File: src/rtl/sca_pkg.sv
// ----------------------------------------------------------------------------
// sca_pkg: shared types and constants for the scan code translator
// Event and result payload structs, key codes and the set 2 to ASCII table.
// ----------------------------------------------------------------------------
`timescale 1ns / 1ps
`default_nettype none

package sca_pkg;

    // Keyboard event as it arrives
    typedef struct packed {
        logic       is_make;
        logic [7:0] scan_code;
    } sca_in_t;

    // Translated result
    typedef struct packed {
        logic       char_valid;
        logic [6:0] char_code;
        logic       new_press;
        logic       caps_on;
    } sca_out_t;

    localparam int unsigned HELD_WORDS = 6;

    localparam logic [7:0] CODE_LIMIT    = 8'h60;
    localparam logic [7:0] CAPS_CODE     = 8'h58;
    localparam logic [6:0] ASCII_LOWER_A = 7'h61;
    localparam logic [6:0] ASCII_LOWER_Z = 7'h7A;
    localparam int unsigned CASE_BIT     = 5;
    localparam logic [6:0] NO_CHAR       = 7'h00;

    // Map a set 2 code below 0x60 to lower case ASCII; NO_CHAR when unmapped
    function automatic logic [6:0] key_map(input logic [6:0] code);
        logic [6:0] c;
        c = NO_CHAR;
        unique case (code)
            7'h0E: c = 7'h60; // `
            7'h15: c = 7'h71; // q
            7'h16: c = 7'h31; // 1
            7'h1A: c = 7'h7A; // z
            7'h1B: c = 7'h73; // s
            7'h1C: c = 7'h61; // a
            7'h1D: c = 7'h77; // w
            7'h1E: c = 7'h32; // 2
            7'h21: c = 7'h63; // c
            7'h22: c = 7'h78; // x
            7'h23: c = 7'h64; // d
            7'h24: c = 7'h65; // e
            7'h25: c = 7'h34; // 4
            7'h26: c = 7'h33; // 3
            7'h29: c = 7'h20; // space
            7'h2A: c = 7'h76; // v
            7'h2B: c = 7'h66; // f
            7'h2C: c = 7'h74; // t
            7'h2D: c = 7'h72; // r
            7'h2E: c = 7'h35; // 5
            7'h31: c = 7'h6E; // n
            7'h32: c = 7'h62; // b
            7'h33: c = 7'h68; // h
            7'h34: c = 7'h67; // g
            7'h35: c = 7'h79; // y
            7'h36: c = 7'h36; // 6
            7'h3A: c = 7'h6D; // m
            7'h3B: c = 7'h6A; // j
            7'h3C: c = 7'h75; // u
            7'h3D: c = 7'h37; // 7
            7'h3E: c = 7'h38; // 8
            7'h41: c = 7'h2C; // ,
            7'h42: c = 7'h6B; // k
            7'h43: c = 7'h69; // i
            7'h44: c = 7'h6F; // o
            7'h45: c = 7'h30; // 0
            7'h46: c = 7'h39; // 9
            7'h49: c = 7'h2E; // .
            7'h4A: c = 7'h2F; // /
            7'h4B: c = 7'h6C; // l
            7'h4C: c = 7'h3B; // ;
            7'h4D: c = 7'h70; // p
            7'h4E: c = 7'h2D; // -
            7'h52: c = 7'h27; // '
            7'h54: c = 7'h5B; // [
            7'h55: c = 7'h3D; // =
            7'h5A: c = 7'h0A; // line feed
            7'h5B: c = 7'h5D; // ]
            7'h5D: c = 7'h5C; // backslash
            default: c = NO_CHAR;
        endcase
        return c;
    endfunction

endpackage

`default_nettype wire

File: src/rtl/sca_in_stage.sv
// ----------------------------------------------------------------------------
// sca_in_stage: input register for keyboard events
// Captures one event per cycle while key_ready is high and holds it until the core takes it.
// ----------------------------------------------------------------------------
`timescale 1ns / 1ps
`default_nettype none

module sca_in_stage (
    input  wire logic              clk,
    input  wire logic              rst_n,
    input  wire logic              key_valid,
    output logic                   key_ready,
    input  wire sca_pkg::sca_in_t  key_event,
    output logic                   item_valid,
    output sca_pkg::sca_in_t       item,
    input  wire logic              item_take
);
    import sca_pkg::*;

    logic    valid_reg;
    logic    valid_next;
    sca_in_t item_reg;

    // Accept when empty or when the held event moves on this cycle
    assign key_ready  = !valid_reg || item_take;
    assign valid_next = key_valid || (valid_reg && !item_take);

    // Hold the valid flag
    always_ff @(posedge clk or negedge rst_n)
    begin
        if (!rst_n)
        begin
            valid_reg <= 1'b0;
        end
        else if (key_ready)
        begin
            valid_reg <= valid_next;
        end
    end

    // Load payload on each transfer
    always_ff @(posedge clk)
    begin
        if (key_valid && key_ready)
        begin
            item_reg <= key_event;
        end
    end

    assign item_valid = valid_reg;
    assign item       = item_reg;

endmodule

`default_nettype wire

File: src/rtl/sca_core.sv
// ----------------------------------------------------------------------------
// sca_core: held-key map, caps lock and ASCII translation
// Updates key state and loads the result register in the cycle an event
// leaves the input register.
// ----------------------------------------------------------------------------
`timescale 1ns / 1ps
`default_nettype none

module sca_core (
    input  wire logic              clk,
    input  wire logic              rst_n,
    input  wire logic              item_valid,
    input  wire sca_pkg::sca_in_t  item,
    output logic                   item_take,
    output logic                   res_valid,
    input  wire logic              res_ready,
    output sca_pkg::sca_out_t      result
);
    import sca_pkg::*;

    logic [15:0] held_reg  [HELD_WORDS];
    logic [15:0] held_next [HELD_WORDS];
    logic        caps_reg;
    logic        caps_next;
    logic        res_valid_reg;
    sca_out_t    result_reg;
    sca_out_t    result_next;

    logic        fire;
    logic        code_ok;
    logic [2:0]  word_idx;
    logic [3:0]  bit_idx;
    logic        held_bit;
    logic [6:0]  mapped;

    // Result register frees up when empty or drained this cycle
    assign item_take = !res_valid_reg || res_ready;
    assign fire      = item_valid && item_take;

    assign code_ok  = item.scan_code < CODE_LIMIT;
    assign word_idx = item.scan_code[6:4];
    assign bit_idx  = item.scan_code[3:0];
    assign mapped   = key_map(item.scan_code[6:0]);

    // Translate the event and work out the next key state
    always_comb
    begin
        held_next   = held_reg;
        caps_next   = caps_reg;
        held_bit    = 1'b0;
        result_next = '0;
        if (code_ok)
        begin
            held_bit = held_reg[word_idx][bit_idx];
            if (!item.is_make)
            begin
                held_next[word_idx][bit_idx] = 1'b0;
            end
            else if (!held_bit)
            begin
                held_next[word_idx][bit_idx] = 1'b1;
                result_next.new_press        = 1'b1;
                if (item.scan_code == CAPS_CODE)
                begin
                    caps_next = !caps_reg;
                end
                else if (mapped != NO_CHAR)
                begin
                    result_next.char_valid = 1'b1;
                    result_next.char_code  = mapped;
                    // Upper case letters while caps lock is on
                    if (caps_reg && mapped >= ASCII_LOWER_A && mapped <= ASCII_LOWER_Z)
                    begin
                        result_next.char_code[CASE_BIT] = 1'b0;
                    end
                end
            end
        end
        result_next.caps_on = caps_next;
    end

    // Advance key state on each event
    always_ff @(posedge clk or negedge rst_n)
    begin
        if (!rst_n)
        begin
            for (int w = 0; w < HELD_WORDS; w++)
            begin
                held_reg[w] <= '0;
            end
            caps_reg <= 1'b0;
        end
        else if (fire)
        begin
            held_reg <= held_next;
            caps_reg <= caps_next;
        end
    end

    // Hold result valid until transfer
    always_ff @(posedge clk or negedge rst_n)
    begin
        if (!rst_n)
        begin
            res_valid_reg <= 1'b0;
        end
        else if (item_take)
        begin
            res_valid_reg <= item_valid;
        end
    end

    // Load result payload
    always_ff @(posedge clk)
    begin
        if (fire)
        begin
            result_reg <= result_next;
        end
    end

    assign res_valid = res_valid_reg;
    assign result    = result_reg;

endmodule

`default_nettype wire

File: src/rtl/scan_code_to_ascii_translator.sv
// ----------------------------------------------------------------------------
// scan_code_to_ascii_translator: keyboard set 2 events to ASCII characters
// Tracks held keys and caps lock; emits one result for every event.
//
//   channel  | valid      | ready      | payload
//   ---------+------------+------------+-------------------------------------
//   key in   | key_valid  | key_ready  | key_event  (is_make, scan_code)
//   char out | res_valid  | res_ready  | result     (char_valid, char_code,
//            |            |            |             new_press, caps_on)
//
// One event per cycle sustained while res_ready stays high; each event passes
// through the input register, then the result register, before its result
// can transfer.
// Key map and caps lock update in the cycle an event enters the result
// register, so the next event always sees them.
// Reset clears the held-key map, caps lock and both valid flags at once.
// A stalled result register holds the event in the input register; both
// stages stay full before key_ready drops.
// ----------------------------------------------------------------------------
`timescale 1ns / 1ps
`default_nettype none

module scan_code_to_ascii_translator (
    input  wire logic              clk,
    input  wire logic              rst_n,
    input  wire logic              key_valid,
    output logic                   key_ready,
    input  wire sca_pkg::sca_in_t  key_event,
    output logic                   res_valid,
    input  wire logic              res_ready,
    output sca_pkg::sca_out_t      result
);
    import sca_pkg::*;

    logic    item_valid;
    logic    item_take;
    sca_in_t item;

    // Register incoming events
    sca_in_stage u_in_stage (
        .clk        (clk),
        .rst_n      (rst_n),
        .key_valid  (key_valid),
        .key_ready  (key_ready),
        .key_event  (key_event),
        .item_valid (item_valid),
        .item       (item),
        .item_take  (item_take)
    );

    // Translate and register the result
    sca_core u_core (
        .clk        (clk),
        .rst_n      (rst_n),
        .item_valid (item_valid),
        .item       (item),
        .item_take  (item_take),
        .res_valid  (res_valid),
        .res_ready  (res_ready),
        .result     (result)
    );

endmodule

`default_nettype wire

File: config.mk
export PLATFORM = sky130hd
export DESIGN_NAME = scan_code_to_ascii_translator
export DESIGN_NICKNAME = d
export VERILOG_FILES = /design/src/rtl/sca_pkg.sv /design/src/rtl/sca_in_stage.sv /design/src/rtl/sca_core.sv /design/src/rtl/scan_code_to_ascii_translator.sv
export SDC_FILE = /design/constraint.sdc
export NUM_CORES = 1
export LEC_CHECK = 0
export ABC_CLOCK_PERIOD_IN_PS = 4300
export BUFFER_PORTS_ARGS = -buffer_cell sky130_fd_sc_hd__buf_4
export CAP_MARGIN = 20
export CORE_ASPECT_RATIO = 1.75
export CORE_MARGIN = 10
export CORE_UTILIZATION = 35
export CTS_CLUSTER_SIZE = 8
export DETAILED_ROUTE_END_ITERATION = 6
export PLACE_DENSITY = 0.46
export SYNTH_ARGS = -nofsm -noshare
export SYNTH_HDL_FRONTEND = slang
export SYNTH_SLANG_ARGS = --single-unit
File: constraint.sdc
create_clock -name clk -period 4.3 [get_ports clk]
set_input_delay 0.215 -clock clk [delete_from_list [all_inputs] [get_ports clk]]
set_output_delay 0.215 -clock clk [all_outputs]
set_load 0.005 [all_outputs]
==> After elaboration in Yosys (flattened, before gate mapping) <==
Memories as Yosys holds them, arrays and structs flattened. A register that Yosys moved wholly into a read port is not among the register bits.
Index checks and enable logic that the tools add are counted.
{ "word_totals": {"register_bits": 118, "rom_bits": 896, "output_inout_bits": 12, "memories": 1, "wordCells": 72, "in_bits": 13} }
{ "op_classes": {"reduce_logical": 20, "bitwise_logic": 7, "mux": 19, "n_eq_ne": 2, "order_cmp": 7} }
{ "mem_list": {"columns": ["memory", "depth", "width", "read_ports", "rd_clocked_by_memory_dff", "write_ports", "line", "source"], "rows": [
  ["(name not given)", 128, 7, 1, 1, 0, "sca_pkg.sv:37", "unique case (code)"]
]} }
{ "ops": {"columns": ["cell", "n"], "rows": [
  ["2-to-1 mux 96 bit", 2],
  ["AND 96 bit", 1],
  ["inverter 96 bit", 1],
  ["OR 96 bit", 1],
  ["binary-select mux 16 bit (select 3 bit)", 1],
  ["demux 16 bit (select 3 bit)", 1],
  ["2-to-1 mux 16 bit", 3],
  ["== test 8 x 7 -> 1 bit (second input constant)", 1],
  ["< comparator 8 x 7 -> 1 bit (second input constant)", 1],
  ["2-to-1 mux 1 bit", 8],
  ["2-to-1 mux 8 bit", 1],
  [">= comparator 7 bit (second input constant)", 1],
  ["less-or-equal comparator 7 bit (second input constant)", 1],
  ["logical AND 1 bit", 7],
  ["2-to-1 mux 7 bit", 1],
  ["nonzero test 7 bit", 1],
  ["OR reduction 6 bit", 1],
  ["< comparator 4 x 5 -> 1 bit (second input constant)", 1],
  ["OR reduction 5 bit", 1],
  ["binary-select mux 1 bit (select 4 bit)", 1],
  ["demux 1 bit (select 4 bit)", 1],
  [">= comparator 4 x 1 -> 1 bit (second input constant)", 1],
  [">= comparator 4 bit (second input constant)", 1],
  ["logical NOT 1 bit", 4],
  ["other kinds (8)", 12]
]} }

==> Logic depth before layout (Yosys ltp) <==
Gate-level depths: netlist (run 1).
{ "depth": {"ltp_word": 9, "depth_mapped": 11, "ltp_nobuf": 11} }

==> Cells and area by module <==
A second synthesis (run 1) with hierarchy kept.
{ "hier_totals": {"cells_unflattened": 699, "area_unflattened_um2": 6940.4} }
{ "modules_own_cells": {"columns": ["module", "n_inst", "seq_area_each_um2", "cells_per_inst", "area_each_um2"], "rows": [
  ["sca_core", 1, 2752.6, 686, 6616.3],
  ["sca_in_stage", 1, 295.3, 13, 324.1]
]} }

==> Least setup slack after synthesis (run 1) <==
Ideal clock, no wire load.
{ "synth_path": {"path_type": "reg-to-reg", "from": "reg u_core.res_valid_reg (netlist: u_core.res_valid)", "to": "reg u_core.mapped[4] (netlist name)", "path_stages_with_launch": 12, "arrival_ns": 3.063, "setup_slack_ns": 1.118, "path_buffers": 0, "setup_time_ns": 0.120, "synth_period_minus_slack_ns": 3.182, "required_time_ns": 4.180, "cell_sequence": "dfrtp_1 > and3b_1 > inv_2 > nand2_2 > inv_2 > mux2i_2 > inv_1 > ha_1 > nor3_1 > nor3_1 > o311a_1 > a211o_1"} }
{ "synth_via": {"elab_chain_cells": 5} }
{ "synth_rtl": {"columns": ["item", "line", "source"], "rows": [
  ["start: declaration", "sca_core.sv:25", "logic res_valid_reg;"],
  ["start signal: assignment", "sca_core.sv:109", "res_valid_reg <= item_valid;"],
  ["logical NOT 1 bit", "sca_core.sv:37", "assign item_take = !res_valid_reg || res_ready;"],
  ["logical OR 1 bit", "sca_core.sv:37", null],
  ["logical OR 1 bit", "sca_in_stage.sv:25", "assign key_ready = !valid_reg || item_take;"],
  ["logical AND 1 bit", "sca_in_stage.sv:44", "if (key_valid && key_ready)"],
  ["2-to-1 mux 7 bit (no source line)", null, null]
]} }
Every way passes these cells.
A chain may end at the register's enable or synchronous reset.

==> Worst setup path after layout (run 1) <==
{ "layout_path": {"from": "reg u_core.res_valid_reg (netlist: u_core.res_valid)", "to": "reg u_core.mapped[4] (netlist name)"} }
{ "layout_via": {"elab_chain_cells": 5} }
{ "layout_rtl": {"columns": ["item", "line"], "rows": [
  ["logical NOT 1 bit", "sca_core.sv:37"],
  ["logical OR 1 bit", "sca_core.sv:37"],
  ["logical OR 1 bit", "sca_in_stage.sv:25"],
  ["logical AND 1 bit", "sca_in_stage.sv:44"],
  ["2-to-1 mux 7 bit (no source line)", null]
]} }
Every way passes these cells.

==> flow_summary.toml, run 1 <==
[run_status]
status = "finished clean"

[timing]
setup_violations = 0
rsz0062_at_grt = "no"
tns_ns = 0
min_period_ns = 3.62
hold_viol = 0
report.final.slew_viol_count = 0
finClkSkew_ns = 0.0136
period_share = 0.842
worstMarginPinSlew_ns = 1.08
clock.fmax_ghz = 0.276
slew_headroom = 0.279

[grt]
grt_max_degree = 96
antenna_found_initial = 0
grt_first_pass_wirelength_um = 36800
grt_pass1_vias = 6086
grtUsageTotal = 0.179
grt-ovfl-total = 0

[yosys]
yosys.area_share.simple = 0.167
syn_nets = 742
synth_edf_count = 19
synthXorXnorAreaFrac = 0.00239
ys_types = 76
yosys.area.top_type = "dfrtp_1"
synthMuxAreaShare = 0.213
synth_area_leaders = "dfrtp_1, mux2_2, edfxtp_1, mux2_1, nor2_1"
yosysSeqAreaShare = 0.435
synth_compound_area_frac = 0.129
yosys_warnings = 0
synth.ff_latch_count = 125
synth_area_um2 = 7320
synth_area_per_cell_um2 = 10.2
synth_top_flop_cell = "dfrtp_1"
synth_top_area_share = 0.338
synth_top_family_by_area = "multiplexers"
synth-adder-area-share = 0.0171
synth_cells = 719
async_flop_share = 0.792

[pwr]
ir_drop_uv = 205
p_leak_nw = 3.62
power.density_nw_per_um2 = 403

[clock_tree]
clk_latency_ns = 0.43
cts_made_buffers = 17
cts_tree = "built"
hold_buffers = 6
post_cts_buffers = 0
cts_resized = 0
htreeDepth = 4
cts.clk_slew.worst_paths_ns = 0.06
cts_sinks = 125
clockBufferDepth = 2
root_buffer = "clkbuf_16"

[setup_path]
required_ns = 4.62
arrival_ns = 3.94
crit_path_end_kind = "register"
path_max_fanout = 18
critical_path_class = "register to register"
crit_path_start_kind = "register"
ff2ff_path_depth = 11

[finish]
drive_above_1_share = 0.215
final_cell_mix = "nor2_1, dfrtp_1, mux2_2"
final_area_um2 = 8450
fin_nets = 759
postLayoutCoreUtil = 0.407
area_delta_synth_final_pct = 15.4
fillers = 1990
mostFrequentLayoutCell = "nor2_1"

[worst_hold_path]
worstHoldPathCells = 1
hold_class = "primary input to register"

[route]
wl_per_cell_um = 24.0
firstDrtPassIters = 5
drtIter0Drc = 375
postRouteAntennaNets = 0
drcViolationCount = 0
vias = 5874
via_per_inst = 5.86
routed_wl_um = 24000

[placement]
hpwlAfterDp_um = 17000
gp_congestion = 0.926
io_buffers = 24
place_area_um2 = 7730

[floorplan]
io_pins = 25
die_y_um = 211
core-area_um2 = 20800
die_w_um = 129
die_area_um2 = 27300
rows = 70
start_util = 0.353

[run]
maxCapViolCount = 0
## cell type report
type,instances,area (um^2),share of cell area
repair buffers,46,373,0.0441
clock buffers,17,425,0.0503
diodes,1,2.50,0.000296
well taps,252,315,0.0373
inverters,11,41.3,0.00489
flip-flops and latches,125,3190,0.377
multi-input cells,535,3870,0.458
clock inverters,15,235,0.0278
## cell usage after synthesis, types with 6 or more instances
cell and number:
nor2_1 113, ha_1 10, mux2_1 39, clkbuf_1 31, and2_1 8, a22oi_1 7
mux4_2 6, nand3_1 27, inv_1 8, buf_2 10, o211ai_1 7, mux2i_1 17
nor3_1 21, nand2b_1 8, a31oi_1 6, nand2_1 41, dfrtp_1 99, dfxtp_1 7
nor2b_1 8, o21ai_0 12, edfxtp_1 19, mux2_2 71, a21oi_1 25
## metal layers
layer	part of all wire	up-vias	GRT usage
met4	0.070	0	0.130
met1	0.36	2937	0.181
met5	0	-	0
li1	-	2662	-
met2	0.54	203	0.322
met3	0.032	72	0.0288
## power breakdown
| group | internal [mW] | switching, mW | total (mW) |
|---|---|---|---|
| Combinational | 0.167 | 0.299 | 0.467 |
| Clock | 1.04 | 0.575 | 1.61 |
| Sequential | 1.27 | 0.0628 | 1.33 |
| Total | 2.47 | 0.937 | 3.41 |
## worst max-delay path, cell delays in order (launching register included)
cell and delay [ns]:
dfrtp_1 0.37, and3b_1 0.28, inv_2 0.17, nand2_2 0.17, inv_2 0.18, a21oi_1 0.63, inv_1 0.22, ha_1 0.43
nor3_1 0.34, nor3_1 0.11, o311a_1 0.34, a211o_1 0.27
## stage by stage
stage / worst slack, ns / instances / hold slack [ns] / total power [mW]
2_1_floorplan: 1.12 / 719 / -0.0806 / 1.61
3_3_place_gp: 0.857 / 963 / 0.400 / 1.81
3_5_place_dp: 0.738 / 963 / 0.407 / 1.81
4_1_cts: 0.721 / 1001 / 0.00371 / 3.43
5_1_grt: 0.469 / 1001 / 0.00117 / 3.54
6_report: 0.678 / 1002 / 0.0177 / 3.41
## final timing paths
kind	startpoint	endpoint	slack, ns
min reg2reg	register	register	0.48
max reg2reg	u_core.res_valid	u_core.mapped[4]	0.68
max	u_core.res_valid	u_core.mapped[4]	0.68
max in group asynchronous	rst_n	asynchronous set/reset pin	2.88
min	key_event[2]	u_in_stage.item[2]	0.02
min in group asynchronous	rst_n	asynchronous set/reset pin	0.48
## kinds of logic (layout without fill, tap and decap cells)
logic type      after synthesis  in the layout
simple gates                257            257
mux                         134            134
compound gates              132            132
flops                       125            125
buf+inv                      59             89
fa+ha+maj                    10             10
xor+xnor                      2              2
other cells                   0              1
No activity file was read; power rests on OpenSTA's default activity.
==> run 2: changes to the inputs <==
ABC_AREA = 1   (was unset)
ABC_CLOCK_PERIOD_IN_PS = 3300   (was 4300)
PLACE_DENSITY = 0.48   (was 0.46)
clock period = 3.3 ns   (was 4.3 ns; I/O delays follow)
==> run 2 against run 1 <==
Effect of this change: fmax up 29%; global-route usage rose by 0.98 points; clock power increased by 24%; sequential cell count unchanged; sequential power rose by 30%; sequential share of layout area decreased by 4.1 points; worst hold slack improved by 0.33 ns; setup slack worse by 0.19 ns.
==> flow_summary.toml, run 2 <==
[route]
drtIter0Drc = 622
firstDrtPassIters = 6
drcViolationCount = 0
postRouteAntennaNets = 0
wl_per_cell_um = 18.3
via_per_inst = 5.37
routed_wl_um = 28100
vias = 8284

[timing]
setup_violations = 0
rsz0062_at_grt = "no"
min_period_ns = 2.81
finClkSkew_ns = 0.0140
period_share = 0.851
report.final.slew_viol_count = 0
clock.fmax_ghz = 0.356
hold_viol = 0
worstMarginPinSlew_ns = 0.947
slew_headroom = 0.367
tns_ns = 0

[yosys]
yosysSeqAreaShare = 0.391
synth.ff_latch_count = 125
yosys_warnings = 0
synth_top_area_share = 0.304
synth_edf_count = 19
synth_area_leaders = "dfrtp_1, nand2_1, nand4_1, nand3_1, nor2_1"
yosys.area.top_type = "dfrtp_1"
synth_area_um2 = 8160
async_flop_share = 0.792
synth_area_per_cell_um2 = 6.68
synth_top_flop_cell = "dfrtp_1"
syn_nets = 1244
synth_cells = 1221
synth_commonest_cells = "nand2_1, nor2_1, nand3_1"
yosys.cell_count.top_type = "nand2_1"
ys_types = 35

[setup_path]
arrival_ns = 3.14
path_max_fanout = 50
required_ns = 3.63
timing.critical_path.from = "u_in_stage.item[6]"
crit_path_start_kind = "register"
ff2ff_path_depth = 16
rr_startpoint = "u_in_stage.item[6]"
reg2reg_setup_slack_ns = 0.49
critical_path_class = "register to register"
crit_path_end_kind = "register"

[clock_tree]
post_cts_buffers = 0
cts.clk_slew.worst_paths_ns = 0.06
htreeDepth = 4
clockBufferDepth = 2
clk_latency_ns = 0.45
cts_made_buffers = 17
cts_tree = "built"
cts_sinks = 125
root_buffer = "clkbuf_16"

[placement]
dpl.cell_count = 1498
io_buffers = 24
hpwlAfterDp_um = 18400
gp_congestion = 0.981

[finish]
fillers = 2432
area_delta_synth_final_pct = 16.1
fin_nets = 1252
mostFrequentLayoutCell = "nand2_1"
drive_above_1_share = 0.0862
num_antenna_cells = 0
final_cell_mix = "nand2_1, nor2_1, nand3_1"
instances_no_fill = 1542
multi_input_area_um2 = 4180
ff_latch_area_um2 = 3190

[floorplan]
die_area_um2 = 30100
core-area_um2 = 22800
die_y_um = 222
rows = 73
io_pins = 25
start_util = 0.357
die_w_um = 135

[grt]
grt-ovfl-total = 0
grt_pass1_vias = 7998
grt_first_pass_wirelength_um = 44800
grt_max_degree = 59
antenna_found_initial = 0
grtUsageTotal = 0.189

[pwr]
power.density_nw_per_um2 = 483
p_leak_nw = 4.44
ir_drop_uv = 439

[run_status]
status = "finished clean"

[run]
maxCapViolCount = 0

[worst_hold_path]
hold_class = "primary input to asynchronous set/reset pin"
## run 2: changes by cell type after synthesis, sizes merged, moves of 18 or more
cell and delta:
nand2 +339, nand4 +125, nand3 +124, mux2 -110, inv +93, nor2 +53
buf +34, a21oi -19, mux2i -18
## run 2: cells by family after synthesis
family,Yosys count,share of synthesized area
simple gates,845,0.459
buf+inv,192,0.0992
flops,125,0.391
compound gates,49,0.0353
fa+ha+maj,10,0.0153
## run 2: worst max path at each step
stage	to	slack, ns	cells after the start
2_1_floorplan	u_core.mapped[4]	0.80	13
3_3_place_gp	u_core.result[7]	0.53	14
3_5_place_dp	register	0.56	16
4_1_cts	u_core.mapped[6]	0.49	17
5_1_grt	u_core.mapped[6]	0.28	18
6_report	register	0.49	16
## run 2: where the power goes
group	internal, mW	switching, mW	total, mW
sequential	1.66	0.0625	1.73
combinational	0.257	0.608	0.865
clock	1.20	0.787	1.99
total	3.12	1.46	4.58
## run 2: critical path: stages, from the launching register on
cell and delay, ns:
edfxtp_1 0.50, inv_2 0.33, nor2_2 0.07, buf_4 0.20
nand3_1 0.08, nand2_1 0.07, nor2_1 0.10, nor2_1 0.05
nor2_1 0.21, nand2_1 0.08, nand2_1 0.09, nand2_2 0.12
o21ai_4 0.23, buf_12 0.26, nand3_1 0.11, nand2_1 0.10
nand2_1 0.05
## run 2: layout make-up
| type | instances | area share |
|---|---|---|
| flip-flops and latches | 125 | 0.337 |
| clock buffers | 18 | 0.0453 |
| inverters | 104 | 0.0412 |
| well taps | 300 | 0.0396 |
| multi-input cells | 904 | 0.441 |
| clock inverters | 14 | 0.0193 |
| repair buffers | 77 | 0.0774 |
## run 2: what timing repair did
action                                 in CTS  in global routing
endpoints found under the hold margin      63                  0
gates resized for setup                     0                  0
hold buffers                               12                  0
setup endpoints to repair                   0                  0
## run 2: per-layer routing
| layer | track usage | vias to the layer above | part of all wire |
|---|---|---|---|
| met3 | 0.0329 | 51 | 0.036 |
| met5 | 0 | - | 0 |
| met2 | 0.331 | 216 | 0.53 |
| met4 | 0.0855 | 0 | 0.035 |
| met1 | 0.216 | 3965 | 0.40 |
| li1 | - | 4052 | - |
## run 2: through the flow
step / hold WS, ns / setup WS [ns] / instance area, um^2 / utilization / power, mW
detailed placement: 0.305 / 0.558 / 8740 / 0.383 / 2.61
global route: 0.430 / 0.279 / 9470 / 0.415 / 4.78
CTS: 0.373 / 0.494 / 9470 / 0.415 / 4.64
floorplan: -0.131 / 0.798 / 8160 / - / 2.25
global placement: 0.308 / 0.534 / 8740 / 0.383 / 2.62
finish: 0.347 / 0.490 / 9470 / 0.415 / 4.58
